## src/sv/clpt_pkg.sv

```systemverilog
package clpt_pkg;

  localparam int CMD_W  = 2;
  localparam int CH_W   = 7;
  localparam int LVL_W  = 7;
  localparam int GAIN_W = 3;

  localparam logic [LVL_W-1:0]  LEVEL_MAX = 7'd100;
  localparam logic [GAIN_W-1:0] GAIN_RST  = 3'd2;

  typedef enum logic [CMD_W-1:0] {
    CMD_MEAS  = 2'd0,
    CMD_TICK  = 2'd1,
    CMD_CLEAR = 2'd2
  } cmd_t;

  typedef struct packed {
    logic capture;
    logic rd_meas;
    logic walk_start;
    logic walk_rd;
    logic meas_upd;
    logic load_zero;
    logic clear;
  } ctrl_cmd_t;

  typedef struct packed {
    cmd_t cmd;
    logic in_range;
    logic walk_last;
  } ctrl_sts_t;

  // min(25*gain, 100)
  function automatic logic [LVL_W-1:0] attack_step(input logic [GAIN_W-1:0] g);
    logic [LVL_W-1:0] s;
    unique case (g)
      3'd0:    s = 7'd0;
      3'd1:    s = 7'd25;
      3'd2:    s = 7'd50;
      3'd3:    s = 7'd75;
      default: s = LEVEL_MAX;
    endcase
    return s;
  endfunction

endpackage

```

## src/sv/clpt_if.sv

```systemverilog
interface clpt_in_if import clpt_pkg::*; ();
  logic              valid;
  logic              ready;
  logic [CMD_W-1:0]  command;
  logic [CH_W-1:0]   channel_index;
  logic              detected;

  modport source (output valid, command, channel_index, detected, input ready);
  modport sink   (input valid, command, channel_index, detected, output ready);
endinterface

interface clpt_out_if import clpt_pkg::*; ();
  logic              valid;
  logic              ready;
  logic [LVL_W-1:0]  level;
  logic [LVL_W-1:0]  peak;
  logic              sweep_done;
  logic [CH_W-1:0]   busiest_channel;
  logic [LVL_W-1:0]  busiest_level;

  modport source (output valid, level, peak, sweep_done, busiest_channel, busiest_level,
                  input ready);
  modport sink   (input valid, level, peak, sweep_done, busiest_channel, busiest_level,
                  output ready);
endinterface

```

## src/sv/clpt_dp.sv

```systemverilog
module clpt_dp import clpt_pkg::*; #(
  parameter int NUM_CHANNELS = 80
) (
  input  logic              clk,
  input  logic              rst_n,
  input  logic              cfg_we,
  input  logic [GAIN_W-1:0] cfg_wdata,
  input  logic [CMD_W-1:0]  in_command,
  input  logic [CH_W-1:0]   in_channel_index,
  input  logic              in_detected,
  input  ctrl_cmd_t         cmd,
  output ctrl_sts_t         sts,
  output logic [LVL_W-1:0]  out_level,
  output logic [LVL_W-1:0]  out_peak,
  output logic              out_sweep_done,
  output logic [CH_W-1:0]   out_busiest_channel,
  output logic [LVL_W-1:0]  out_busiest_level
);

  localparam int AW = (NUM_CHANNELS > 1) ? $clog2(NUM_CHANNELS) : 1;
  localparam logic [AW-1:0]   LAST_ADDR = AW'(NUM_CHANNELS - 1);
  localparam logic [CH_W-1:0] LAST_CH   = CH_W'(NUM_CHANNELS - 1);
  localparam logic [CH_W:0]   NCH       = (CH_W + 1)'(NUM_CHANNELS);

  typedef struct packed {
    logic [LVL_W-1:0] lvl;
    logic [LVL_W-1:0] pk;
  } ent_t;

  ent_t                mem [NUM_CHANNELS];
  logic [NUM_CHANNELS-1:0] vld_r;

  logic [GAIN_W-1:0]   gain_r;
  cmd_t                cmd_r;
  logic [CH_W-1:0]     ch_r;
  logic                det_r;

  ent_t                rdata_r;
  logic                rd_vld_r;
  logic [AW-1:0]       walk_cnt_r;
  logic                wb_v_r;
  logic [AW-1:0]       wb_addr_r;

  logic [CH_W-1:0]     smax_ch_r;
  logic [LVL_W-1:0]    smax_lvl_r;

  logic [AW-1:0]       ch_addr;
  logic [AW-1:0]       raddr;
  logic [LVL_W-1:0]    old_lvl;
  logic [LVL_W-1:0]    old_pk;
  logic [LVL_W:0]      sum;
  logic [LVL_W+1:0]    x3;
  logic [LVL_W-1:0]    new_lvl;
  logic [LVL_W-1:0]    new_pk;
  logic                last_ch;
  logic                smax_upd;
  logic [CH_W-1:0]     cand_ch;
  logic [LVL_W-1:0]    cand_lvl;
  logic                wr_en;
  logic [AW-1:0]       wr_addr;
  ent_t                wr_data;

  assign ch_addr = ch_r[AW-1:0];
  assign raddr   = cmd.walk_rd ? walk_cnt_r : ch_addr;

  assign old_lvl = rd_vld_r ? rdata_r.lvl : '0;
  assign old_pk  = rd_vld_r ? rdata_r.pk  : '0;
  assign sum     = {1'b0, old_lvl} + {1'b0, attack_step(gain_r)};
  assign x3      = {2'b00, old_lvl} + {1'b0, old_lvl, 1'b0};

  always_comb begin
    if (det_r) begin
      new_lvl = (sum > {1'b0, LEVEL_MAX}) ? LEVEL_MAX : sum[LVL_W-1:0];
    end else begin
      new_lvl = x3[LVL_W+1:2];
    end
    new_pk = (new_lvl > old_pk) ? new_lvl : old_pk;
  end

  assign last_ch  = (ch_r == LAST_CH);
  assign smax_upd = (new_lvl > smax_lvl_r) || ((new_lvl == smax_lvl_r) && (ch_r < smax_ch_r));
  assign cand_ch  = smax_upd ? ch_r : smax_ch_r;
  assign cand_lvl = smax_upd ? new_lvl : smax_lvl_r;

  always_comb begin
    wr_en   = 1'b0;
    wr_addr = ch_addr;
    wr_data = '{lvl: new_lvl, pk: new_pk};
    if (cmd.meas_upd) begin
      wr_en = 1'b1;
    end else if (wb_v_r && rd_vld_r && (rdata_r.pk > rdata_r.lvl)) begin
      wr_en   = 1'b1;
      wr_addr = wb_addr_r;
      wr_data = '{lvl: rdata_r.lvl, pk: rdata_r.pk - 1'b1};
    end
  end

  always_ff @(posedge clk) begin
    if (wr_en) begin
      mem[wr_addr] <= wr_data;
    end
    if (cmd.rd_meas || cmd.walk_rd) begin
      rdata_r  <= mem[raddr];
      rd_vld_r <= vld_r[raddr];
    end
    wb_addr_r <= walk_cnt_r;
    if (cmd.capture) begin
      ch_r  <= in_channel_index;
      det_r <= in_detected;
    end
  end

  always_ff @(posedge clk) begin
    if (!rst_n) begin
      gain_r     <= GAIN_RST;
      cmd_r      <= CMD_MEAS;
      vld_r      <= '0;
      walk_cnt_r <= '0;
      wb_v_r     <= 1'b0;
      smax_ch_r  <= '0;
      smax_lvl_r <= '0;
    end else begin
      if (cfg_we) begin
        gain_r <= cfg_wdata;
      end
      if (cmd.capture) begin
        cmd_r <= cmd_t'(in_command);
      end
      if (cmd.clear) begin
        vld_r <= '0;
      end else if (cmd.meas_upd) begin
        vld_r[ch_addr] <= 1'b1;
      end
      if (cmd.walk_start) begin
        walk_cnt_r <= '0;
      end else if (cmd.walk_rd) begin
        walk_cnt_r <= walk_cnt_r + 1'b1;
      end
      wb_v_r <= cmd.walk_rd;
      if (cmd.clear || (cmd.meas_upd && last_ch)) begin
        smax_ch_r  <= '0;
        smax_lvl_r <= '0;
      end else if (cmd.meas_upd) begin
        smax_ch_r  <= cand_ch;
        smax_lvl_r <= cand_lvl;
      end
    end
  end

  always_ff @(posedge clk) begin
    if (cmd.meas_upd) begin
      out_level           <= new_lvl;
      out_peak            <= new_pk;
      out_sweep_done      <= last_ch;
      out_busiest_channel <= last_ch ? cand_ch : '0;
      out_busiest_level   <= last_ch ? cand_lvl : '0;
    end else if (cmd.load_zero) begin
      out_level           <= '0;
      out_peak            <= '0;
      out_sweep_done      <= 1'b0;
      out_busiest_channel <= '0;
      out_busiest_level   <= '0;
    end
  end

  assign sts.cmd       = cmd_r;
  assign sts.in_range  = ({1'b0, ch_r} < NCH);
  assign sts.walk_last = (walk_cnt_r == LAST_ADDR);

endmodule

```

## src/sv/clpt_ctrl.sv

```systemverilog
module clpt_ctrl import clpt_pkg::*; (
  input  logic      clk,
  input  logic      rst_n,
  input  logic      in_valid,
  output logic      in_ready,
  output logic      out_valid,
  input  logic      out_ready,
  input  ctrl_sts_t sts,
  output ctrl_cmd_t cmd
);

  typedef enum logic [5:0] {
    S_IDLE  = 6'b000001,
    S_READ  = 6'b000010,
    S_CALC  = 6'b000100,
    S_WALK  = 6'b001000,
    S_DRAIN = 6'b010000,
    S_RESP  = 6'b100000
  } state_t;

  state_t state_r, state_nxt;
  logic   out_valid_r, out_valid_nxt;
  logic   out_free;

  assign out_free = !out_valid_r || out_ready;

  always_comb begin
    state_nxt = state_r;
    cmd       = '0;
    in_ready  = 1'b0;
    unique case (state_r)
      S_IDLE: begin
        in_ready = 1'b1;
        if (in_valid) begin
          cmd.capture = 1'b1;
          state_nxt   = S_READ;
        end
      end
      S_READ: begin
        unique case (sts.cmd)
          CMD_MEAS: begin
            if (sts.in_range) begin
              cmd.rd_meas = 1'b1;
              state_nxt   = S_CALC;
            end else begin
              state_nxt = S_RESP;
            end
          end
          CMD_TICK: begin
            cmd.walk_start = 1'b1;
            state_nxt      = S_WALK;
          end
          CMD_CLEAR: begin
            cmd.clear = 1'b1;
            state_nxt = S_RESP;
          end
          default: state_nxt = S_RESP;
        endcase
      end
      S_CALC: begin
        if (out_free) begin
          cmd.meas_upd = 1'b1;
          state_nxt    = S_IDLE;
        end
      end
      S_WALK: begin
        cmd.walk_rd = 1'b1;
        if (sts.walk_last) begin
          state_nxt = S_DRAIN;
        end
      end
      S_DRAIN: begin
        state_nxt = S_RESP;
      end
      S_RESP: begin
        if (out_free) begin
          cmd.load_zero = 1'b1;
          state_nxt     = S_IDLE;
        end
      end
      default: state_nxt = S_IDLE;
    endcase
  end

  always_comb begin
    out_valid_nxt = out_valid_r;
    if (cmd.meas_upd || cmd.load_zero) begin
      out_valid_nxt = 1'b1;
    end else if (out_ready) begin
      out_valid_nxt = 1'b0;
    end
  end

  always_ff @(posedge clk) begin
    if (!rst_n) begin
      state_r     <= S_IDLE;
      out_valid_r <= 1'b0;
    end else begin
      state_r     <= state_nxt;
      out_valid_r <= out_valid_nxt;
    end
  end

  assign out_valid = out_valid_r;

  a_load_free: assert property (@(posedge clk) disable iff (!rst_n)
    (cmd.meas_upd || cmd.load_zero) |-> (!out_valid_r || out_ready))
    else $error("output word overwritten");

  a_accept_read: assert property (@(posedge clk) disable iff (!rst_n)
    (in_valid && in_ready) |=> (state_r == S_READ))
    else $error("accepted word not decoded");

  a_walk_excl: assert property (@(posedge clk) disable iff (!rst_n)
    cmd.walk_rd |-> !(cmd.meas_upd || cmd.clear || cmd.rd_meas))
    else $error("walk overlaps measurement");

  a_one_load: assert property (@(posedge clk) disable iff (!rst_n)
    (cmd.meas_upd || cmd.load_zero) |=> (state_r == S_IDLE))
    else $error("result load not followed by idle");

endmodule

```

## src/sv/channel_level_peak_tracker.sv

```systemverilog
// Measurement: read in S_READ, update in S_CALC once the output is free.
// Clear or unknown command: S_RESP. Tick: walk every entry (one entry per
// cycle), S_DRAIN, S_RESP. Each word ends its read-modify-write of the single
// level/peak memory before the next. A new word is taken while a result waits.
// Reset (rst_n, synchronous): per-entry valid bits cleared so all levels and
// peaks read zero at once, running maximum zeroed, gain back to 2.
module channel_level_peak_tracker import clpt_pkg::*; #(
  parameter int NUM_CHANNELS = 80
) (
  input  logic              clk,
  input  logic              rst_n,
  clpt_in_if.sink           in_ch,
  clpt_out_if.source        out_ch,
  input  logic              cfg_we,
  input  logic [GAIN_W-1:0] cfg_wdata
);

  ctrl_cmd_t cmd;
  ctrl_sts_t sts;

  clpt_ctrl u_ctrl (
    .clk       (clk),
    .rst_n     (rst_n),
    .in_valid  (in_ch.valid),
    .in_ready  (in_ch.ready),
    .out_valid (out_ch.valid),
    .out_ready (out_ch.ready),
    .sts       (sts),
    .cmd       (cmd)
  );

  clpt_dp #(
    .NUM_CHANNELS (NUM_CHANNELS)
  ) u_dp (
    .clk                 (clk),
    .rst_n               (rst_n),
    .cfg_we              (cfg_we),
    .cfg_wdata           (cfg_wdata),
    .in_command          (in_ch.command),
    .in_channel_index    (in_ch.channel_index),
    .in_detected         (in_ch.detected),
    .cmd                 (cmd),
    .sts                 (sts),
    .out_level           (out_ch.level),
    .out_peak            (out_ch.peak),
    .out_sweep_done      (out_ch.sweep_done),
    .out_busiest_channel (out_ch.busiest_channel),
    .out_busiest_level   (out_ch.busiest_level)
  );

endmodule
```

## src/flat_wrapper.sv

```systemverilog
// flat-port wrapper written by rule: the top's interface ports become plain ports
module channel_level_peak_tracker_flat import clpt_pkg::*;
#(
  parameter int NUM_CHANNELS = 80
)
  (clk, rst_n, cfg_we, cfg_wdata, in_ch_valid, in_ch_command, in_ch_channel_index, in_ch_detected, in_ch_ready, out_ch_valid, out_ch_level, out_ch_peak, out_ch_sweep_done, out_ch_busiest_channel, out_ch_busiest_level, out_ch_ready);
  clpt_in_if in_ch_i ();
  clpt_out_if out_ch_i ();
  input  logic clk;
  input  logic rst_n;
  input  logic cfg_we;
  input  logic [GAIN_W-1:0] cfg_wdata;
  input wire logic [$bits(in_ch_i.valid)-1:0] in_ch_valid;
  input wire logic [$bits(in_ch_i.command)-1:0] in_ch_command;
  input wire logic [$bits(in_ch_i.channel_index)-1:0] in_ch_channel_index;
  input wire logic [$bits(in_ch_i.detected)-1:0] in_ch_detected;
  output wire logic [$bits(in_ch_i.ready)-1:0] in_ch_ready;
  output wire logic [$bits(out_ch_i.valid)-1:0] out_ch_valid;
  output wire logic [$bits(out_ch_i.level)-1:0] out_ch_level;
  output wire logic [$bits(out_ch_i.peak)-1:0] out_ch_peak;
  output wire logic [$bits(out_ch_i.sweep_done)-1:0] out_ch_sweep_done;
  output wire logic [$bits(out_ch_i.busiest_channel)-1:0] out_ch_busiest_channel;
  output wire logic [$bits(out_ch_i.busiest_level)-1:0] out_ch_busiest_level;
  input wire logic [$bits(out_ch_i.ready)-1:0] out_ch_ready;
  assign in_ch_i.valid = in_ch_valid;
  assign in_ch_i.command = in_ch_command;
  assign in_ch_i.channel_index = in_ch_channel_index;
  assign in_ch_i.detected = in_ch_detected;
  assign in_ch_ready = in_ch_i.ready;
  assign out_ch_valid = out_ch_i.valid;
  assign out_ch_level = out_ch_i.level;
  assign out_ch_peak = out_ch_i.peak;
  assign out_ch_sweep_done = out_ch_i.sweep_done;
  assign out_ch_busiest_channel = out_ch_i.busiest_channel;
  assign out_ch_busiest_level = out_ch_i.busiest_level;
  assign out_ch_i.ready = out_ch_ready;
  channel_level_peak_tracker #(.NUM_CHANNELS(NUM_CHANNELS)) u_core (.clk(clk), .rst_n(rst_n), .in_ch(in_ch_i), .out_ch(out_ch_i), .cfg_we(cfg_we), .cfg_wdata(cfg_wdata));
endmodule
```

## config.mk

```make
export PLATFORM = sky130hd
export DESIGN_NAME = channel_level_peak_tracker_flat
export DESIGN_NICKNAME = d
export VERILOG_FILES = /design/src/sv/clpt_pkg.sv /design/src/sv/clpt_if.sv /design/src/sv/clpt_dp.sv /design/src/sv/clpt_ctrl.sv /design/src/sv/channel_level_peak_tracker.sv /design/src/flat_wrapper.sv
export SDC_FILE = /design/constraint.sdc
export NUM_CORES = 2
export LEC_CHECK = 0
export BUFFER_PORTS_ARGS = -buffer_cell sky130_fd_sc_hd__buf_2
export CORE_MARGIN = 2
export CORE_UTILIZATION = 50
export DETAILED_ROUTE_END_ITERATION = 12
export PLACE_DENSITY = 0.63
export SLEW_MARGIN = 20
export SYNTH_ARGS = -nofsm -noshare
export SYNTH_HDL_FRONTEND = slang
export SYNTH_HIERARCHICAL = 1
export SYNTH_SLANG_ARGS = --single-unit
```

## constraint.sdc

```tcl
create_clock -name clk -period 10.02 [get_ports clk]
set_input_delay 1.002 -clock clk [delete_from_list [all_inputs] [get_ports clk]]
set_output_delay 1.002 -clock clk [all_outputs]
set_load 0.01 [all_outputs]
```

# After elaboration in Yosys (flattened, before gate mapping)
# Memories as Yosys holds them, arrays and structs flattened. A register that Yosys moved wholly into a read port is not among the register bits.
# Cells that the tools add are included.
dict set report op_classes {
  addsub 4
  n_mux 51
  bitwise 2
  eq_ne 17
  order_cmp 9
  n_reduce_logical 20
}
# operator count
set ops {}
lappend ops {{$mux W7} 17}
lappend ops {{$or A80 B80 Y80} 1}
lappend ops {{$pmux W6 S5} 1}
lappend ops {{$mux W14} 2}
lappend ops {{$pmux W7 S4} 1}
lappend ops {{$mux W6} 4}
lappend ops {{$mux W1} 22}
lappend ops {{$gt A7 B7 Y1} 3}
lappend ops {{$lt A7 B8 Y1 const B} 2}
lappend ops {{$eq A7 B7 Y1 const B} 2}
lappend ops {{$pmux W6 S2} 1}
lappend ops {{$add A7 B8 Y9} 1}
lappend ops {{$add A7 B7 Y8} 1}
lappend ops {{$gt A8 B7 Y1 const B} 1}
lappend ops {{$reduce_or A2 Y1} 4}
lappend ops {{$add A7 B1 Y7 const B} 1}
lappend ops {{$bmux W1 S7} 1}
lappend ops {{$demux W1 S7} 1}
lappend ops {{$eq A7 B7 Y1} 1}
lappend ops {{$ge A7 B1 Y1 const B} 1}
lappend ops {{$lt A7 B7 Y1} 1}
lappend ops {{$lt A7 B7 Y1 const B} 1}
lappend ops {{$sub A7 B1 Y7 const B} 1}
lappend ops {{$eq A3 B2 Y1 const B} 2}
lappend ops {{other kinds (20)} 30}
dict set report word_totals {
  word_cells 122
  reg_bits 159
  input_bits 18
  out_inout_bits 31
  n_memories 1
  ram_bits 1120
}
# name words word_bits read_ports rd_clocked_by_memory_dff wr line_no
set mem_list {}
lappend mem_list {u_core.u_dp.mem 80 14 1 1 1 clpt_dp.sv:30} ;# ent_t mem [NUM_CHANNELS];

# Logic depth before layout (Yosys ltp)
dict set report logic_depth {
  ltp_word 12
  ltp_mapped 22
  ltp_nobuf 20
}

# Modules after synthesis
# Netlist, hierarchy kept.
# module n_inst cells_per_inst area_per_inst_um2
set by_module_without_submodules {}
lappend by_module_without_submodules {clpt_dp 1 3249 52206.3}
lappend by_module_without_submodules {clpt_ctrl 1 51 456.7}

# Worst setup path before layout
# Ideal clock, no wire load.
dict set report synth_path {
  kind {flip-flop to flip-flop}
  start {register u_core.u_dp.rd_vld_r}
  end {memory u_core/u_dp/mem[0][3] (netlist name), data pin}
  t_arrival_ns 6.746
  required_ns 9.337
  path_stages_with_launch 18
  setup_ns 0.683
  path_slack_ns 2.591
  cell_sequence {edfxtp_1 -> buf_2 -> clkbuf_1 -> and2_1 -> ha_1 -> fa_1 -> a211oi_1 -> o21ai_0 -> mux2_2 -> a22oi_1 -> nor2_1 -> a22o_1 -> ha_1 -> maj3_2 -> a211oi_2 -> a21oi_4 -> or2_2 -> a31oi_1}
}
# element line_no
set synth_lines {}
lappend synth_lines {{start: declaration} clpt_dp.sv:39} ;# logic rd_vld_r;
lappend synth_lines {{start signal: assignment} clpt_dp.sv:104} ;# rd_vld_r <= vld_r[raddr];
lappend synth_lines {{end: declaration} clpt_dp.sv:30}

==> impl_metrics.env <==
export IMPL_outcome="finished, final reports clean"
export IMPL_synthCells=3300
export IMPL_antenna_found_initial=0
export IMPL_ys_flop_type="edfxtp_1"
export IMPL_rsz0062_at_grt="no"
export IMPL_nNetsFinal=3448
export IMPL_maxSlewViolCount=0
export IMPL_cp_max_fo=80
export IMPL_fp_dieArea_um2=107900
export IMPL_vias_per_cell=6.133
export IMPL_crit_start="u_core/u_dp/rd_vld_r"
export IMPL_cts_sinks=1293
export IMPL_tightest_slew_ns=1.174
export IMPL_fmax_mhz=158.8
export IMPL_postSynthAreaPerCell_um2=15.96
export IMPL_ctsHoldBuffers=0
export IMPL_grt_pass1_vias=29700
export IMPL_fin_skew_ns=0.02725
export IMPL_critPathCaptureType="flip-flop"
export IMPL_yosysUniqueCellTypes=81
export IMPL_insertion_delay_ns=0.75
export IMPL_fin_tns_setup_ns=0
export IMPL_coreArea_um2=104800
export IMPL_fp_dieW_um=328.5
export IMPL_rr_endpoint="u_core/u_dp/mem[24][3]"
export IMPL_drtIter0Drc=3245
export IMPL_setup_viol=0
export IMPL_critPathCapture="u_core/u_dp/mem[24][3]"
export IMPL_clkTransAtPathRegs_ns=0.07
export IMPL_switching_share_pct=26.15
export IMPL_min_period_ns=6.296
export IMPL_numPortBuffers=48
export IMPL_worst_ep_arrival_time_ns=6.72
export IMPL_track_usage_pct=23.90
export IMPL_crit_path_max_incr_delay_ns=0.67
export IMPL_clk_path_buf_depth=3
export IMPL_reg2regPathDepth=18
export IMPL_power_internal_mw=9.532
export IMPL_hold_violations=0
export IMPL_p_leak_nw=19.55
export IMPL_die_y_um=328.5
export IMPL_r2r_start="u_core/u_dp/rd_vld_r"
export IMPL_dp_worst_setup_slack_ns=3.857
export IMPL_vias=29940
export IMPL_cp_cell_sequence="and2_1 -> ha_1 -> fa_1 -> a211oi_1 -> o21ai_0 -> mux2_2 -> a22oi_1 -> nor2_1 -> a22o_1 -> ha_1 -> a21o_1 -> nand2_1 -> nand3_1 -> or4b_4 -> a21oi_4 -> nand2_1 -> a31oi_4 -> buf_4"
export IMPL_fillCellCount=7996
export IMPL_ir_drop_mv=0.1535
export IMPL_grt_pass1_wl_um=191200
export IMPL_syn_cell_area_um2=52660
export IMPL_cts_tree="done"
export IMPL_wl_per_cell_um=26.21
export IMPL_cts_root_buf="clkbuf_16"
export IMPL_hp_class="input port to flip-flop"
export IMPL_finalCritPeriodShare_pct=62.84
export IMPL_combPwrFrac_pct=14.1
export IMPL_ant_nets=0
export IMPL_required_ns=10.45
export IMPL_area_growth_synth_to_final_pct=12.74
export IMPL_grt_max_degree=150
export IMPL_grt_overflow=0
export IMPL_cp_start_kind="flip-flop"
export IMPL_rrSetupSlack_ns=3.72
export IMPL_htree_num_levels=4
export IMPL_totalWireLength_um=128000
export IMPL_drc=0
export IMPL_p_sw_mw=3.376
export IMPL_maxCapViolCount=0
export IMPL_p_clk_share_pct=37.1
export IMPL_seq_area_frac_synth_pct=71.43
export IMPL_row_count=119
export IMPL_ys_async_sr_fraction_pct=0
export IMPL_crit_type="flip-flop to flip-flop"
export IMPL_seqPwrFrac_pct=48.8
export IMPL_drtPass1Iterations=8
export IMPL_globalplace_congestion=0.8915
export IMPL_drive_gt1_share_pct=19.48
export IMPL_synth_warnings=6
export IMPL_cts_buffers=133
export IMPL_start_util_pct=50.24
export IMPL_post_cts_buffers=0
export IMPL_relSlewSlack_pct=21.62
export IMPL_power_density_nw_per_um2=217.4
export IMPL_post_cts_resized=0
export IMPL_io_pins=49
export IMPL_synth_net_count=3358
export IMPL_ys_ff_latch=1293
export IMPL_fin_ws_ns=3.724
export IMPL_cpMaxStageDelayCell="edfxtp_1"
export IMPL_synth_edff_count=1172
export IMPL_hpwl_um=75040
==> logic make-up after synthesis <==
| group | count (synthesis) | share of synthesized area [%] |
|---|---|---|
| AOI/OAI and AO/OA | 434 | 5.631 |
| xor gates and xnor gates | 21 | 0.3492 |
| adders and majority gates | 41 | 1.000 |
| buffers and inverters | 231 | 1.760 |
| DFF | 1293 | 71.43 |
| muxes | 284 | 11.25 |
| and+or+nand+nor | 996 | 8.579 |
==> metrics by stage <==
stage	hold slack [ns]	cells	utilization [%]	instance area (um^2)	power (mW)
after detailed placement	0.4312	4645	52.53	55060	8.231
after floorplan	0.3686	3300	-	52660	7.581
after global placement	0.4299	4644	52.51	55040	8.170
final	0.4342	4882	56.64	59370	12.91
after CTS	0.3877	4880	56.57	59300	13.00
after global routing	0.4074	4881	56.64	59370	13.33
==> Yosys cell counts, drive strengths merged (6+ instances only) <==
master	number	area, um^2
mux4	245	5518
nor3	40	200.2
o211ai	6	45.04
and3	31	195.2
a21o	23	172.7
o31ai	6	45.04
clkbuf	141	530.5
o21ai	34	173.9
a31oi	19	118.9
and2	75	469.2
xnor2	11	96.34
nand2	422	1587
mux2	11	123.9
mux2i	28	284.0
nand2b	16	100.1
xor2	10	87.58
inv	36	135.1
nand3	123	615.6
a211oi	66	500.5
nor2	232	885.9
buf	53	257.8
o21a	20	150.1
ha	38	475.5
a311oi	87	762.0
nor4b	6	73.81
a21oi	143	730.7
dfxtp	121	2422
edfxtp	1172	35190
nor2b	10	62.56
==> how the worst min path moves through the flow <==
stage,slack (ns),cells after the start,to,from
2_1_floorplan,0.37,0,u_core/u_dp/wb_addr_r[6],u_core/u_dp/walk_cnt_r[6]
3_3_place_gp,0.43,0,u_core/u_dp/wb_addr_r[6],u_core/u_dp/walk_cnt_r[6]
3_5_place_dp,0.43,0,u_core/u_dp/wb_addr_r[6],u_core/u_dp/walk_cnt_r[6]
4_1_cts,0.39,1,u_core/u_dp/ch_addr[6],in_ch_channel_index[6]
5_1_grt,0.41,1,u_core/u_dp/ch_addr[6],in_ch_channel_index[6]
6_report,0.43,1,u_core/u_dp/ch_addr[6],in_ch_channel_index[6]
==> final cells by class <==
cell class | instances | area (um^2) | area share, %
sequential | 1293 | 37620 | 63.35
multi-input combinational | 1776 | 14550 | 24.50
clock buffer | 155 | 3475 | 5.852
tap | 1391 | 1740 | 2.931
timing repair buffer | 149 | 1094 | 1.842
clock inverter | 80 | 763.2 | 1.285
inverter | 37 | 138.9 | 0.2339
antenna | 1 | 2.502 | 0.004215
==> critical path: cells and delay by family (launching register included) <==
family / cells / cell delay, ns
adders and majority gates: 3 / 1.08
DFF: 1 / 0.67
buffers and inverters: 1 / 0.62
muxes: 1 / 0.32
AOI/OAI and AO/OA: 7 / 1.97
and+or+nand+nor: 6 / 1.23
==> state kept, by name, summed over array words and instances (netlist names), 6 cells and up <==
| register | flops |
|---|---|
| u_core/u_dp/smax_ch_r | 7 |
| u_core/u_dp/out_busiest_level | 7 |
| u_core/u_dp/smax_lvl_r | 7 |
| u_core/u_dp/ch_addr | 7 |
| u_core/u_dp/out_peak | 7 |
| u_core/u_dp/mem | 1120 |
| u_core/u_dp/out_level | 7 |
| u_core/u_dp/rdata_r | 14 |
| u_core/u_dp/out_busiest_channel | 7 |
| u_core/u_dp/wb_addr_r | 7 |
| u_core/u_ctrl/state_r | 6 |
| u_core/u_dp/vld_r | 80 |
| u_core/u_dp/walk_cnt_r | 7 |
==> layer usage <==
| layer | global-route usage (%) | up-vias | share of wire [%] |
|---|---|---|---|
| li1 | - | 13060 | - |
| met1 | 33.97 | 15550 | 42 |
| met2 | 38.00 | 1138 | 48 |
| met3 | 3.908 | 193 | 6.8 |
| met4 | 7.852 | 0 | 2.6 |
| met5 | 0 | - | 0 |
==> placed cells by master (no fill, tap or decap), types with 7 or more instances in the layout <==
cell type / n
and3_1: 30
clkbuf_1: 19
inv_6: 7
edfxtp_1: 1172
nor2_1: 198
a211oi_1: 65
mux2i_4: 7
a311oi_1: 87
nor3_1: 39
a21oi_1: 137
dfxtp_1: 121
clkinv_1: 28
o21ai_1: 8
nor2_2: 24
mux2i_1: 20
nand2_1: 421
xnor2_1: 11
nor2_4: 10
a21o_1: 23
o21a_1: 19
inv_1: 36
mux4_2: 245
clkbuf_16: 136
buf_2: 48
nand3_1: 123
buf_4: 94
ha_1: 38
xor2_1: 10
and2_1: 75
a31oi_1: 16
clkinv_2: 21
nand2b_1: 15
bufinv_16: 8
o21ai_0: 18
nor2b_1: 10
==> power groups by stage <==
stage               Clock (mW)  Sequential, mW  Combinational [mW]
finish                    4.79            6.30                1.82
global route              5.08            6.30                1.96
CTS                       4.88            6.30                1.82
detailed placement           0            6.41                1.82
global placement             0            6.41                1.76
floorplan                    0            6.43                1.15
Power figures use the tool's default switching activity.
